$ cat src/rtl/core/ealu_pkg.sv
// Shared types, operation codes and decimal-adjust constants for the eight-bit ALU.
package ealu_pkg;

   // Operation codes. Codes 19 to 31 are unused and leave the left value and flags unchanged.
   localparam logic [4:0] KIND_ADC    = 5'd0;
   localparam logic [4:0] KIND_SBC    = 5'd1;
   localparam logic [4:0] KIND_AND    = 5'd2;
   localparam logic [4:0] KIND_OR     = 5'd3;
   localparam logic [4:0] KIND_XOR    = 5'd4;
   localparam logic [4:0] KIND_CMP    = 5'd5;
   localparam logic [4:0] KIND_BIT    = 5'd6;
   localparam logic [4:0] KIND_ASL    = 5'd7;
   localparam logic [4:0] KIND_LSR    = 5'd8;
   localparam logic [4:0] KIND_ROL    = 5'd9;
   localparam logic [4:0] KIND_ROR    = 5'd10;
   localparam logic [4:0] KIND_INC    = 5'd11;
   localparam logic [4:0] KIND_DEC    = 5'd12;
   localparam logic [4:0] KIND_COM    = 5'd13;
   localparam logic [4:0] KIND_SWAP   = 5'd14;
   localparam logic [4:0] KIND_TST    = 5'd15;
   localparam logic [4:0] KIND_SETBIT = 5'd16;
   localparam logic [4:0] KIND_CLRBIT = 5'd17;
   localparam logic [4:0] KIND_LOAD   = 5'd18;

   // Decimal adjust constants, sized for the ten-bit adder used by decimal addition.
   localparam logic [9:0] DIG_LIMIT_LO = 10'h00a;
   localparam logic [9:0] DIG_ADJ_LO   = 10'h006;
   localparam logic [9:0] DIG_LIMIT_HI = 10'h0a0;
   localparam logic [9:0] DIG_ADJ_HI   = 10'h060;
   localparam logic [9:0] DIG_CARRY_LO = 10'h010;
   localparam logic [9:0] DIG_CARRY_HI = 10'h100;

   typedef struct packed {
      logic negative;
      logic overflow;
      logic zero;
      logic carry;
   } flags_type;

   typedef struct packed {
      logic [4:0] kind;
      logic [7:0] left;
      logic [7:0] operand;
      logic [2:0] bit_index;
      flags_type  flags;
      logic       decimal_mode;
   } op_type;

   typedef struct packed {
      logic [7:0] result;
      flags_type  flags;
   } res_type;

endpackage

$ cat src/rtl/core/ealu_if.sv
// Valid/ready channel interfaces for the ALU operation and result transactions.
interface ealu_req_if;
   logic       valid;
   logic       ready;
   logic [4:0] kind;
   logic [7:0] left;
   logic [7:0] operand;
   logic [2:0] bit_index;
   logic       carry_in;
   logic       overflow_in;
   logic       negative_in;
   logic       zero_in;
   logic       decimal_mode;

   modport source (
      output valid, kind, left, operand, bit_index, carry_in, overflow_in, negative_in,
             zero_in, decimal_mode,
      input  ready
   );
   modport sink (
      input  valid, kind, left, operand, bit_index, carry_in, overflow_in, negative_in,
             zero_in, decimal_mode,
      output ready
   );
endinterface

interface ealu_rsp_if;
   logic       valid;
   logic       ready;
   logic [7:0] result;
   logic       negative;
   logic       overflow;
   logic       zero;
   logic       carry;

   modport source (
      output valid, result, negative, overflow, zero, carry,
      input  ready
   );
   modport sink (
      input  valid, result, negative, overflow, zero, carry,
      output ready
   );
endinterface

$ cat src/rtl/core/ealu_exec.sv
// Combinational execute logic: binary and decimal arithmetic, logic, shifts and bit operations.
module ealu_exec (
   input  ealu_pkg::op_type  op,
   output ealu_pkg::res_type res
);
   import ealu_pkg::*;

   logic [8:0]  bin_sum;
   logic [7:0]  inv_operand;
   logic [9:0]  add_acc;
   logic        add_v;
   logic [10:0] sub_acc;
   logic        sub_lo_borrow;
   logic        sub_hi_borrow;
   logic [7:0]  sub_bin;
   logic        sub_v;
   logic [8:0]  cmp_diff;
   logic [7:0]  bit_mask;
   logic [7:0]  nz_value;
   logic        set_nz;
   logic [7:0]  result;
   flags_type   flags;

   // Decimal addition, one digit at a time with the carry folded into the adjust.
   always_comb begin
      add_acc = {9'd0, op.flags.carry} + {6'd0, op.left[3:0]} + {6'd0, op.operand[3:0]};
      if (add_acc >= DIG_LIMIT_LO) begin
         add_acc = ((add_acc + DIG_ADJ_LO) & (DIG_CARRY_LO - 10'd1)) + DIG_CARRY_LO;
      end
      add_acc = add_acc + {2'd0, op.left[7:4], 4'd0} + {2'd0, op.operand[7:4], 4'd0};
      // Overflow is taken from the partial sum before the high digit is adjusted.
      add_v = (add_acc[7] ^ op.left[7]) & (add_acc[7] ^ op.operand[7]);
      if (add_acc >= DIG_LIMIT_HI) begin
         add_acc = ((add_acc + DIG_ADJ_HI) & (DIG_CARRY_HI - 10'd1)) + DIG_CARRY_HI;
      end
   end

   // Decimal subtraction. A wrapped negative difference compares above any digit limit,
   // so an unsigned comparison covers both the borrow and the out-of-range cases.
   always_comb begin
      sub_bin = op.left - op.operand - {7'd0, ~op.flags.carry};
      sub_v   = (sub_bin[7] ^ op.left[7]) & (~sub_bin[7] ^ op.operand[7]);
      sub_acc = {7'd0, op.left[3:0]} - {7'd0, op.operand[3:0]} - {10'd0, ~op.flags.carry};
      if (sub_acc > 11'h00f) begin
         sub_acc = sub_acc - {1'b0, DIG_ADJ_LO};
      end
      sub_lo_borrow = sub_acc > 11'h00f;
      sub_acc = {7'd0, sub_acc[3:0]} + {3'd0, op.left[7:4], 4'd0}
              - {3'd0, op.operand[7:4], 4'd0}
              - (sub_lo_borrow ? {1'b0, DIG_CARRY_LO} : 11'd0);
      if (sub_acc > 11'h0f0) begin
         sub_acc = sub_acc - {1'b0, DIG_ADJ_HI};
      end
      sub_hi_borrow = sub_acc > 11'h0f0;
   end

   always_comb begin
      inv_operand = ~op.operand;
      bin_sum     = 9'd0;
      cmp_diff    = {1'b0, op.left} - {1'b0, op.operand};
      bit_mask    = 8'd1 << op.bit_index;
      result      = op.left;
      flags       = op.flags;
      nz_value    = 8'd0;
      set_nz      = 1'b0;

      unique case (op.kind)
         KIND_ADC: begin
            if (op.decimal_mode) begin
               result         = add_acc[7:0];
               flags.overflow = add_v;
               flags.carry    = add_acc[8];
            end else begin
               bin_sum        = {1'b0, op.left} + {1'b0, op.operand} + {8'd0, op.flags.carry};
               result         = bin_sum[7:0];
               flags.overflow = (bin_sum[7] ^ op.left[7]) & (bin_sum[7] ^ op.operand[7]);
               flags.carry    = bin_sum[8];
            end
            nz_value = result;
            set_nz   = 1'b1;
         end
         KIND_SBC: begin
            if (op.decimal_mode) begin
               result         = sub_acc[7:0];
               flags.overflow = sub_v;
               flags.carry    = ~sub_hi_borrow;
            end else begin
               bin_sum        = {1'b0, op.left} + {1'b0, inv_operand} + {8'd0, op.flags.carry};
               result         = bin_sum[7:0];
               flags.overflow = (bin_sum[7] ^ op.left[7]) & (bin_sum[7] ^ inv_operand[7]);
               flags.carry    = bin_sum[8];
            end
            nz_value = result;
            set_nz   = 1'b1;
         end
         KIND_AND: begin
            result   = op.left & op.operand;
            nz_value = result;
            set_nz   = 1'b1;
         end
         KIND_OR: begin
            result   = op.left | op.operand;
            nz_value = result;
            set_nz   = 1'b1;
         end
         KIND_XOR: begin
            result   = op.left ^ op.operand;
            nz_value = result;
            set_nz   = 1'b1;
         end
         KIND_CMP: begin
            flags.carry = ~cmp_diff[8];
            nz_value    = cmp_diff[7:0];
            set_nz      = 1'b1;
         end
         KIND_BIT: begin
            flags.zero     = (op.left & op.operand) == 8'd0;
            flags.negative = op.operand[7];
            flags.overflow = op.operand[6];
         end
         KIND_ASL: begin
            flags.carry = op.operand[7];
            result      = {op.operand[6:0], 1'b0};
            nz_value    = result;
            set_nz      = 1'b1;
         end
         KIND_LSR: begin
            flags.carry = op.operand[0];
            result      = {1'b0, op.operand[7:1]};
            nz_value    = result;
            set_nz      = 1'b1;
         end
         KIND_ROL: begin
            result      = {op.operand[6:0], op.flags.carry};
            flags.carry = op.operand[7];
            nz_value    = result;
            set_nz      = 1'b1;
         end
         KIND_ROR: begin
            result      = {op.flags.carry, op.operand[7:1]};
            flags.carry = op.operand[0];
            nz_value    = result;
            set_nz      = 1'b1;
         end
         KIND_INC: begin
            result   = op.operand + 8'd1;
            nz_value = result;
            set_nz   = 1'b1;
         end
         KIND_DEC: begin
            result   = op.operand - 8'd1;
            nz_value = result;
            set_nz   = 1'b1;
         end
         KIND_COM: begin
            result   = inv_operand;
            nz_value = result;
            set_nz   = 1'b1;
         end
         KIND_SWAP: begin
            result = {op.operand[3:0], op.operand[7:4]};
         end
         KIND_TST: begin
            nz_value = op.operand;
            set_nz   = 1'b1;
         end
         KIND_SETBIT: begin
            result = op.operand | bit_mask;
         end
         KIND_CLRBIT: begin
            result = op.operand & ~bit_mask;
         end
         KIND_LOAD: begin
            result   = op.operand;
            nz_value = result;
            set_nz   = 1'b1;
         end
         default: begin
            result = op.left;
         end
      endcase

      if (set_nz) begin
         flags.negative = nz_value[7];
         flags.zero     = nz_value == 8'd0;
      end

      res.result = result;
      res.flags  = flags;
   end

endmodule

$ cat src/rtl/core/eight_bit_cpu_alu_with_bcd.sv
// Top level of the eight-bit ALU: operand register, execute logic and result register.
//
//   Channel  Direction  Handshake        Payload
//   req      in         req.valid/ready  kind, left, operand, bit_index, flags in, decimal_mode
//   rsp      out        rsp.valid/ready  result, negative, overflow, zero, carry
//
// One transaction is accepted in every cycle while the result side keeps taking results.
// A transaction accepted on req is captured in the operand register, passes through the
// execute logic and lands in the result register, from which its result is offered on rsp.
// The single pass through the execute logic sets the rate.
// Reset is synchronous and empties both registers. When rsp stalls, the result register holds
// and the operand register keeps one further transaction, after which req.ready falls.
module eight_bit_cpu_alu_with_bcd (
   input  logic        clock,
   input  logic        reset,
   ealu_req_if.sink    req,
   ealu_rsp_if.source  rsp
);
   import ealu_pkg::*;

   // Operand register: holds one accepted transaction for the execute logic.
   logic    op_valid_ff;
   logic    op_valid_in;
   op_type  op_data_ff;
   op_type  op_data_in;

   // Result register: holds the finished result until the consumer takes it.
   logic    res_valid_ff;
   logic    res_valid_in;
   res_type res_data_ff;
   res_type res_data_in;

   res_type exec_res;

   logic    res_free;
   logic    op_free;
   logic    req_take;
   logic    op_move;

   ealu_exec u_exec (
      .op  (op_data_ff),
      .res (exec_res)
   );

   // The result register can load when empty or when its content leaves this cycle; the
   // operand register can load when empty or when its content moves on.
   assign res_free = ~res_valid_ff | rsp.ready;
   assign op_free  = ~op_valid_ff | res_free;
   assign op_move  = op_valid_ff & res_free;
   assign req_take = req.valid & op_free;

   assign req.ready = op_free;

   always_comb begin
      op_valid_in = op_valid_ff;
      op_data_in  = op_data_ff;
      if (op_free) begin
         op_valid_in = req.valid;
      end
      if (req_take) begin
         op_data_in.kind           = req.kind;
         op_data_in.left           = req.left;
         op_data_in.operand        = req.operand;
         op_data_in.bit_index      = req.bit_index;
         op_data_in.flags.negative = req.negative_in;
         op_data_in.flags.overflow = req.overflow_in;
         op_data_in.flags.zero     = req.zero_in;
         op_data_in.flags.carry    = req.carry_in;
         op_data_in.decimal_mode   = req.decimal_mode;
      end

      res_valid_in = res_valid_ff;
      res_data_in  = res_data_ff;
      if (res_free) begin
         res_valid_in = op_valid_ff;
      end
      if (op_move) begin
         res_data_in = exec_res;
      end
   end

   always_ff @(posedge clock) begin
      if (reset) begin
         op_valid_ff  <= 1'b0;
         res_valid_ff <= 1'b0;
      end else begin
         op_valid_ff  <= op_valid_in;
         res_valid_ff <= res_valid_in;
      end
      op_data_ff  <= op_data_in;
      res_data_ff <= res_data_in;
   end

   assign rsp.valid    = res_valid_ff;
   assign rsp.result   = res_data_ff.result;
   assign rsp.negative = res_data_ff.flags.negative;
   assign rsp.overflow = res_data_ff.flags.overflow;
   assign rsp.zero     = res_data_ff.flags.zero;
   assign rsp.carry    = res_data_ff.flags.carry;

endmodule

$ cat src/flat_wrapper.sv
// flat-port wrapper written by rule: the top's interface ports become plain ports
module eight_bit_cpu_alu_with_bcd_flat import ealu_pkg::*;
  (clock, reset, req_valid, req_kind, req_left, req_operand, req_bit_index, req_carry_in, req_overflow_in, req_negative_in, req_zero_in, req_decimal_mode, req_ready, rsp_valid, rsp_result, rsp_negative, rsp_overflow, rsp_zero, rsp_carry, rsp_ready);
  ealu_req_if req_i ();
  ealu_rsp_if rsp_i ();
  input  logic clock;
  input  logic reset;
  input wire logic [$bits(req_i.valid)-1:0] req_valid;
  input wire logic [$bits(req_i.kind)-1:0] req_kind;
  input wire logic [$bits(req_i.left)-1:0] req_left;
  input wire logic [$bits(req_i.operand)-1:0] req_operand;
  input wire logic [$bits(req_i.bit_index)-1:0] req_bit_index;
  input wire logic [$bits(req_i.carry_in)-1:0] req_carry_in;
  input wire logic [$bits(req_i.overflow_in)-1:0] req_overflow_in;
  input wire logic [$bits(req_i.negative_in)-1:0] req_negative_in;
  input wire logic [$bits(req_i.zero_in)-1:0] req_zero_in;
  input wire logic [$bits(req_i.decimal_mode)-1:0] req_decimal_mode;
  output wire logic [$bits(req_i.ready)-1:0] req_ready;
  output wire logic [$bits(rsp_i.valid)-1:0] rsp_valid;
  output wire logic [$bits(rsp_i.result)-1:0] rsp_result;
  output wire logic [$bits(rsp_i.negative)-1:0] rsp_negative;
  output wire logic [$bits(rsp_i.overflow)-1:0] rsp_overflow;
  output wire logic [$bits(rsp_i.zero)-1:0] rsp_zero;
  output wire logic [$bits(rsp_i.carry)-1:0] rsp_carry;
  input wire logic [$bits(rsp_i.ready)-1:0] rsp_ready;
  assign req_i.valid = req_valid;
  assign req_i.kind = req_kind;
  assign req_i.left = req_left;
  assign req_i.operand = req_operand;
  assign req_i.bit_index = req_bit_index;
  assign req_i.carry_in = req_carry_in;
  assign req_i.overflow_in = req_overflow_in;
  assign req_i.negative_in = req_negative_in;
  assign req_i.zero_in = req_zero_in;
  assign req_i.decimal_mode = req_decimal_mode;
  assign req_ready = req_i.ready;
  assign rsp_valid = rsp_i.valid;
  assign rsp_result = rsp_i.result;
  assign rsp_negative = rsp_i.negative;
  assign rsp_overflow = rsp_i.overflow;
  assign rsp_zero = rsp_i.zero;
  assign rsp_carry = rsp_i.carry;
  assign rsp_i.ready = rsp_ready;
  eight_bit_cpu_alu_with_bcd u_core (.clock(clock), .reset(reset), .req(req_i), .rsp(rsp_i));
endmodule
$ cat config.mk
export PLATFORM = sky130hd
export DESIGN_NAME = eight_bit_cpu_alu_with_bcd_flat
export DESIGN_NICKNAME = d
export VERILOG_FILES = /design/src/rtl/core/ealu_pkg.sv /design/src/rtl/core/ealu_if.sv /design/src/rtl/core/ealu_exec.sv /design/src/rtl/core/eight_bit_cpu_alu_with_bcd.sv /design/src/flat_wrapper.sv
export SDC_FILE = /design/constraint.sdc
export NUM_CORES = 1
export LEC_CHECK = 0
export ABC_AREA = 0
export BUFFER_PORTS_ARGS = -buffer_cell sky130_fd_sc_hd__clkbuf_2
export CORE_ASPECT_RATIO = 1.75
export CORE_UTILIZATION = 30
export DETAILED_ROUTE_END_ITERATION = 12
export PLACE_DENSITY = 0.57
export RECOVER_POWER = 50
export SETUP_SLACK_MARGIN = 0.05
export SYNTH_ARGS = -nofsm -noshare
export SYNTH_HDL_FRONTEND = slang
export SYNTH_SLANG_ARGS = --single-unit
$ cat constraint.sdc
create_clock -name clock -period 4.5 [get_ports clock]
set_input_delay 0.9 -clock clock [delete_from_list [all_inputs] [get_ports clock]]
set_output_delay 0.9 -clock clock [all_outputs]
set_load 0.1 [all_outputs]
# After elaboration in Yosys (flattened, before gate mapping)
# Cells that the tools add are included.
[word_totals] reg_bits=43 in_bits=33 wordCells=121
[op_classes] n_addsub=24 magnitude_cmp=6 eq_ne=18 shift=1 muxes=20 bitwise=29 reduce_logical=7
[ops] operator="8-bit one-hot mux with 16 select lines" count=1
[ops] operator="8-bit one-hot mux with 14 select lines" count=1
[ops] operator="5-bit by 4-bit equality test with 1-bit output, second input constant" count=8
[ops] operator="11-bit by 4-bit greater-than comparator with 1-bit output, second input constant" count=2
[ops] operator="11-bit by 8-bit greater-than comparator with 1-bit output, second input constant" count=2
[ops] operator="11-bit 2-to-1 mux" count=2
[ops] operator="10-bit by 8-bit adder with 10-bit output" count=2
[ops] operator="5-bit by 3-bit equality test with 1-bit output, second input constant" count=4
[ops] operator="8-bit by 8-bit adder with 9-bit output" count=2
[ops] operator="9-bit by 1-bit adder with 9-bit output" count=2
[ops] operator="8-bit bitwise AND" count=2
[ops] operator="8-bit logical NOT" count=2
[ops] operator="8-bit 2-to-1 mux" count=2
[ops] operator="8-bit inverter" count=2
[ops] operator="8-bit OR" count=2
[ops] operator="5-bit equality test, second input constant" count=3
[ops] operator="15-bit OR reduction" count=1
[ops] operator="10-bit by 6-bit subtractor with 11-bit output" count=1
[ops] operator="11-bit by 7-bit subtractor with 11-bit output, second input constant" count=1
[ops] operator="5-bit by 2-bit equality test with 1-bit output, second input constant" count=2
[ops] operator="10-bit by 8-bit greater-or-equal comparator with 1-bit output, second input constant" count=1
[ops] operator="9-bit by 8-bit subtractor with 10-bit output" count=1
[ops] operator="4-bit by 8-bit adder with 9-bit output" count=1
[ops] operator="8-bit by 9-bit adder with 9-bit output, second input constant" count=1
[ops] operator="29 further kinds" count=57

# Logic depth before layout (Yosys ltp)
[depth] depth_word=14 mapped_depth=22 depth_no_buf=21

# By module
# From an unflattened synthesis, not the netlist that was laid out.
[hier_totals] cells_unflattened=624 area_unflattened_um2=5201.2
[modules_own_cells] mod="ealu_exec" instances=1 cells_each=573 area_per_inst_um2=3866.2 seq_area_each_um2=0.0
[modules_own_cells] mod="eight_bit_cpu_alu_with_bcd" instances=1 cells_each=51 area_per_inst_um2=1335.0 seq_area_each_um2=1271.2

# Least setup slack after synthesis
# OpenSTA, ideal clock, no wires.
[synth_timing] path_type="register -> register" startpoint="reg u_core.op_data_ff[10] (netlist name)" endpoint="reg u_core.res_data_ff, in the netlist u_core.rsp.result[6] (data pin)" arrival_time_ps=4600 setup_slack_ps=-367 stages_incl_launch_ff=21 n_path_buf=2 synth_period_minus_slack_ps=4867 cell_sequence="edfxtp_1 > clkbuf_1 > inv_1 > ha_1 > buf_1 > nor2b_1 > o21ai_0 > nand2_1 > a21oi_1 > fa_1 > inv_1 > ha_1 > inv_1 > fa_1 > xor2_1 > a21oi_1 > a2111oi_0 > o21ai_0 > a221oi_1 > o31a_1 > a22oi_1"
[synth_lines] element="start, declared" line_no="eight_bit_cpu_alu_with_bcd.sv:24" rtl="op_type op_data_ff;"
[synth_lines] element="start signal, assigned" line_no="eight_bit_cpu_alu_with_bcd.sv:90" rtl="op_data_ff <= op_data_in;"
[synth_lines] element="end signal, assigned" line_no="eight_bit_cpu_alu_with_bcd.sv:91" rtl="res_data_ff <= res_data_in;"
[synth_lines] element="end, declared" line_no="eight_bit_cpu_alu_with_bcd.sv:30" rtl="res_type res_data_ff;"

==> results by stage <==
Outcome:
- The flow ran to the end, but the final reports show violations.
- The checks that failed: max-capacitance violations, max-slew violations.

Timing:
- The routed design could run at a clock period as short as 4.32 ns.
- The tightest hold path in the finished design has a slack of 0.534 ns.
- The number of pins with negative max-slew slack in the final report was 30.
- The least setup slack across all paths after layout is 0.180 ns.
- The count of final hold-check violations is 0.
- The clock arrives with 0.00426 ns of skew.
- The headroom to the max-slew limit is -0.0807.
- The transition time at the pin with the least slew margin is 1.62 ns.
- For this run, the top clock speed supported by timing is 231 MHz.
- Setup violations remaining at the end of the flow were counted as 0.
- Setup repair after global routing could not meet its margin everywhere.
- In the finished design, the share of the clock period the worst path needs comes to 0.960.

Min path:
- The path class of the lowest-slack min-delay path is reg -> reg.
- The end of the worst hold path is u_core.op_valid_ff.
- The worst min-delay path startpoint is u_core.op_valid_ff.
- The hold-critical path depth is 2.

Finish:
- Of the cells placed in the final design, the portion with a size suffix greater than 1 is 0.267.
- The final antenna diode count is 0.
- The area added between synthesis and finish is 26.5%.
- The post-route cell area is 6420 um^2.
- The final-stage net count is 792.

Pwr:
- The static leakage is 2.62 nW.
- Power comes to 1.86 mW.
- Across the VDD grid, the largest voltage drop is 0.355 mV.
- The power density of the placed cells is 290 nW/um^2.

Setup path:
- The worst register-to-register path ends at u_core.rsp.result[6].
- The most critical setup path has its startpoint at u_core.op_data_ff[1].
- The most frequent cell on the critical path is sky130_fd_sc_hd__fa_2.
- The number of buffers and inverters on the critical path is 5.
- The capturing element type of the critical path is a register.
- In this design, the largest share of critical-path delay is due to adder cells.
- The worst register-to-register path has a depth of 19.
- The critical path goes through fa_2 > inv_2 > fa_2 > nand2_4 > a21oi_4 > fa_2 > inv_2 > ha_4 > inv_2 > fa_2 > xor2_2 > buf_4 > a21oi_1 > a2111oi_2 > buf_4 > o21ai_1 > a221oi_2 > o31a_1 > a22oi_2.
- The worst path required time is 4.53 ns.
- The minimum setup slack among reg-to-reg paths is 0.18 ns.
- The largest single stage delay on the critical path is 0.45 ns.
- Along the worst path, the maximum fanout reaches 4.
- The worst setup path is launched from a register.
- The class of the most critical setup path is reg -> reg.
- Among all stages on the critical path, the largest delay is contributed by sky130_fd_sc_hd__fa_2.
- The startpoint of the lowest-slack register-to-register path is u_core.op_data_ff[1].
- At the worst endpoint, the arrival time is 4.36 ns.

Route:
- The remaining design rule violation count is 0.
- The final layout contains routed wiring with a total length of 21300 um.
- Summing over every cut layer, the via total after detailed routing is 5544.
- The detailed-route vias per instance is 5.97.
- The mean routed wirelength per cell is 23.0 um.
- The number of optimization iterations in the first detailed-route pass is 8.
- Once detail routing completed, the nets flagged for antenna violations numbered 0.
- The initial DRC count is 410.

Yosys:
- The average footprint of a synthesized cell is 8.39 um^2.
- The cell area after synthesis is 5080 um^2.
- When the netlist entered floorplanning its net count stood at 694.
- Of the total synthesized cell area, the portion taken by XOR and XNOR cells is 0.0555.
- For this run, the number of Yosys warnings is 0.
- By area, the combinational part of the netlist is dominated by compound AO/OA/AOI/OAI gates.
- The number of instances in the synthesized netlist is 605.
- The number of synthesized flops with an enable pin is 41.
- In this run, distinct cell masters in the synthesized netlist total 77.
- The fraction of the yosys area taken by sequential cells is 0.250.
- Measured against the total synthesized area, the mux share comes to 0.0158.
- The share of the synthesized area in compound gates (AO/OA/AOI/OAI) is 0.269.
- The adder-cell share of the synthesized area is 0.151.
- The proportion of register bits with asynchronous set or reset after synthesis is 0.
- The post-synthesis register bit count is 43.
- The most used flip-flop cell after synthesis is sky130_fd_sc_hd__edfxtp_1.
- The simple-gate area share of the yosys netlist is 0.203.

Die:
- The die covers 17500 um^2.
- Measured along the y axis, the die boundary spans 174 um.
- During I/O placement, the number of pins put on the boundary was 47.
- The row count is 62.
- For this configuration, the core starts out at a cell density of 0.309.
- The area of the core is 16400 um^2.
- The die extent in x is 100 um.

Global route:
- The maximum number of pins on one net before global-route repair is 30.
- Summed over all layers, the global routing overflow is 0.
- For this run, the total global-route usage over all layers was measured as 0.245.
- The initial antenna violation count is 0.
- The first global-routing pass estimated 31900 um of wire.
- The number of global-route vias before repair is 5657.

Placed design:
- At the placement stage, the worst setup path has a slack of -0.234 ns.
- The standard cell area after detailed placement is 5960 um^2.
- The count of port buffers added during placement is 46.
- The congestion estimate from routability-driven global placement came to 0.996.
- The wire-length estimate of the detail-placed layout is 17000 um.

Clocking:
- The post-CTS clock slew at the launch and capture registers of the worst setup and hold paths is 0.06 ns.
- The number of H-tree levels is 2.
- The longest clock path from root to sink contains 2 buffers.
- TritonCTS built the clock tree.
- Clock tree synthesis found a total of 43 sinks.
- The worst-skew pair later-pin latency is 0.30 ns.
- Clock tree synthesis selected as its root buffer the cell sky130_fd_sc_hd__clkbuf_16.
- Counting the buffers created by CTS gives 5.

Run:
- The tool flagged a number of max-cap violations equal to 1.
[routing by layer]
layer	vias to the layer above	routed length, um	GRT usage
li1	2488	-	-
met1	2681	7190	0.236
met2	266	11000	0.439
met3	109	907	0.0277
met4	0	2270	0.233
met5	-	0	0
[worst min-delay path, delay by kind of cell, from the launching register on]
family	cells	cell delay, ns
flops	1	0.36
compound gates	1	0.08
simple gates	1	0.07
[where the power goes]
group          switching [mW]  total, mW  internal (mW)
clock network           0.161      0.422          0.262
registers              0.0247      0.495          0.470
logic                   0.565      0.944          0.379
total                   0.750       1.86           1.11
[cell type report]
cell class / count / area [um^2]
Sequential cell: 43 / 1270
Inverter: 46 / 173
Timing Repair Buffer: 117 / 763
Fill cell: 1725 / 10000
Multi-Input combinational cell: 490 / 3770
Clock buffer: 5 / 125
Clock inverter: 3 / 43.8
Tap cell: 224 / 280
[logic make-up (layout without fill, tap and decap cells)]
family,count (synthesis),count (layout)
flops,43,43
simple gates,206,206
mux,8,8
compound gates,191,191
xor+xnor,29,29
buf+inv,72,171
fa+ha+maj,56,56
[timing repair]
item                                    in CTS  in global routing
endpoints found under the setup margin       6                  6
buffers inserted                             3                  6
gates resized for setup                     14                 45
pin swaps                                    7                 19
hold buffers                                 0                  0
[cell usage in the layout (no fill, tap or decap), types with 5 or more instances in the layout]
cell                        Yosys  layout
sky130_fd_sc_hd__a211oi_1       8       5
sky130_fd_sc_hd__a21oi_1       44      41
sky130_fd_sc_hd__a221oi_1       7       6
sky130_fd_sc_hd__a222oi_1      10      10
sky130_fd_sc_hd__a22oi_1        6       5
sky130_fd_sc_hd__a31oi_1        8       8
sky130_fd_sc_hd__and3_1         7       7
sky130_fd_sc_hd__buf_4          0      67
sky130_fd_sc_hd__clkbuf_16      0       5
sky130_fd_sc_hd__clkbuf_2       0      46
sky130_fd_sc_hd__edfxtp_1      41      41
sky130_fd_sc_hd__fa_1           9       5
sky130_fd_sc_hd__ha_1          47      39
sky130_fd_sc_hd__ha_2           0       5
sky130_fd_sc_hd__inv_1         44      39
sky130_fd_sc_hd__inv_2          0       5
sky130_fd_sc_hd__mux2i_1        8       8
sky130_fd_sc_hd__nand2_1       46      43
sky130_fd_sc_hd__nand3_1       25      24
sky130_fd_sc_hd__nand3b_1       5       5
sky130_fd_sc_hd__nor2_1        48      45
sky130_fd_sc_hd__nor2b_1       15      14
sky130_fd_sc_hd__nor3_1        19      17
sky130_fd_sc_hd__nor4_1        10      10
sky130_fd_sc_hd__o21ai_0       33      31
sky130_fd_sc_hd__o21bai_1       5       5
sky130_fd_sc_hd__o22ai_1        8       8
sky130_fd_sc_hd__xnor2_1       18      17
sky130_fd_sc_hd__xor2_2         0       5
[worst max path at each step]
stage	endpoint	slack (ns)	cells after the start
3_5_place_dp	u_core.rsp.negative	-0.23	20
2_1_floorplan	u_core.rsp.negative	0.08	22
3_3_place_gp	u_core.rsp.negative	-0.03	21
4_1_cts	u_core.rsp.result[7]	0.03	22
6_report	u_core.rsp.result[6]	0.18	19
5_1_grt	u_core.rsp.result[6]	0.01	21
[cells in the mapped netlist, types with 4 or more instances]
library cell / n / area (um^2)
sky130_fd_sc_hd__and2_1: 4 / 25.0
sky130_fd_sc_hd__and3_1: 7 / 43.8
sky130_fd_sc_hd__a21oi_1: 44 / 220
sky130_fd_sc_hd__a221oi_1: 7 / 61.3
sky130_fd_sc_hd__xnor2_1: 18 / 158
sky130_fd_sc_hd__o21ai_0: 33 / 165
sky130_fd_sc_hd__o221ai_1: 4 / 35.0
sky130_fd_sc_hd__nor2b_1: 15 / 93.8
sky130_fd_sc_hd__nor4_1: 10 / 62.6
sky130_fd_sc_hd__o31a_2: 4 / 40.0
sky130_fd_sc_hd__nand2b_1: 4 / 25.0
sky130_fd_sc_hd__a31oi_1: 8 / 50.1
sky130_fd_sc_hd__o211ai_1: 4 / 30.0
sky130_fd_sc_hd__or3_1: 4 / 25.0
sky130_fd_sc_hd__a2111oi_0: 4 / 35.0
sky130_fd_sc_hd__o21bai_1: 5 / 37.5
sky130_fd_sc_hd__a22oi_1: 6 / 45.0
sky130_fd_sc_hd__edfxtp_1: 41 / 1230
sky130_fd_sc_hd__nand2_1: 46 / 173
sky130_fd_sc_hd__a222oi_1: 10 / 100
sky130_fd_sc_hd__nand3b_1: 5 / 37.5
sky130_fd_sc_hd__mux2i_1: 8 / 80.1
sky130_fd_sc_hd__a211oi_1: 8 / 60.1
sky130_fd_sc_hd__fa_1: 9 / 180
sky130_fd_sc_hd__nor3_1: 19 / 95.1
sky130_fd_sc_hd__nand3_1: 25 / 125
sky130_fd_sc_hd__clkbuf_1: 21 / 78.8
sky130_fd_sc_hd__xor2_1: 9 / 78.8
sky130_fd_sc_hd__nor2_1: 48 / 180
sky130_fd_sc_hd__ha_1: 47 / 588
sky130_fd_sc_hd__o22ai_1: 8 / 50.1
sky130_fd_sc_hd__inv_1: 44 / 165
sky130_fd_sc_hd__nor3b_1: 4 / 30.0
[state kept, by name, indices dropped and copies added (netlist names)]
signal and flops:
u_core.rsp.overflow 1, u_core.rsp.result 8, u_core.rsp.valid 1, u_core.rsp.zero 1, u_core.op_valid_ff 1, u_core.op_data_ff 29
u_core.rsp.negative 1, u_core.rsp.carry 1
[stage by stage]
stage / instances / util / setup TNS (ns)
2_1_floorplan: 605 / - / 0
3_3_place_gp: 911 / 0.362 / -0.0486
3_5_place_dp: 911 / 0.362 / -0.846
4_1_cts: 922 / 0.377 / 0
5_1_grt: 928 / 0.391 / 0
6_report: 928 / 0.391 / 0
Note: power is estimated with default switching activity, not from simulation.
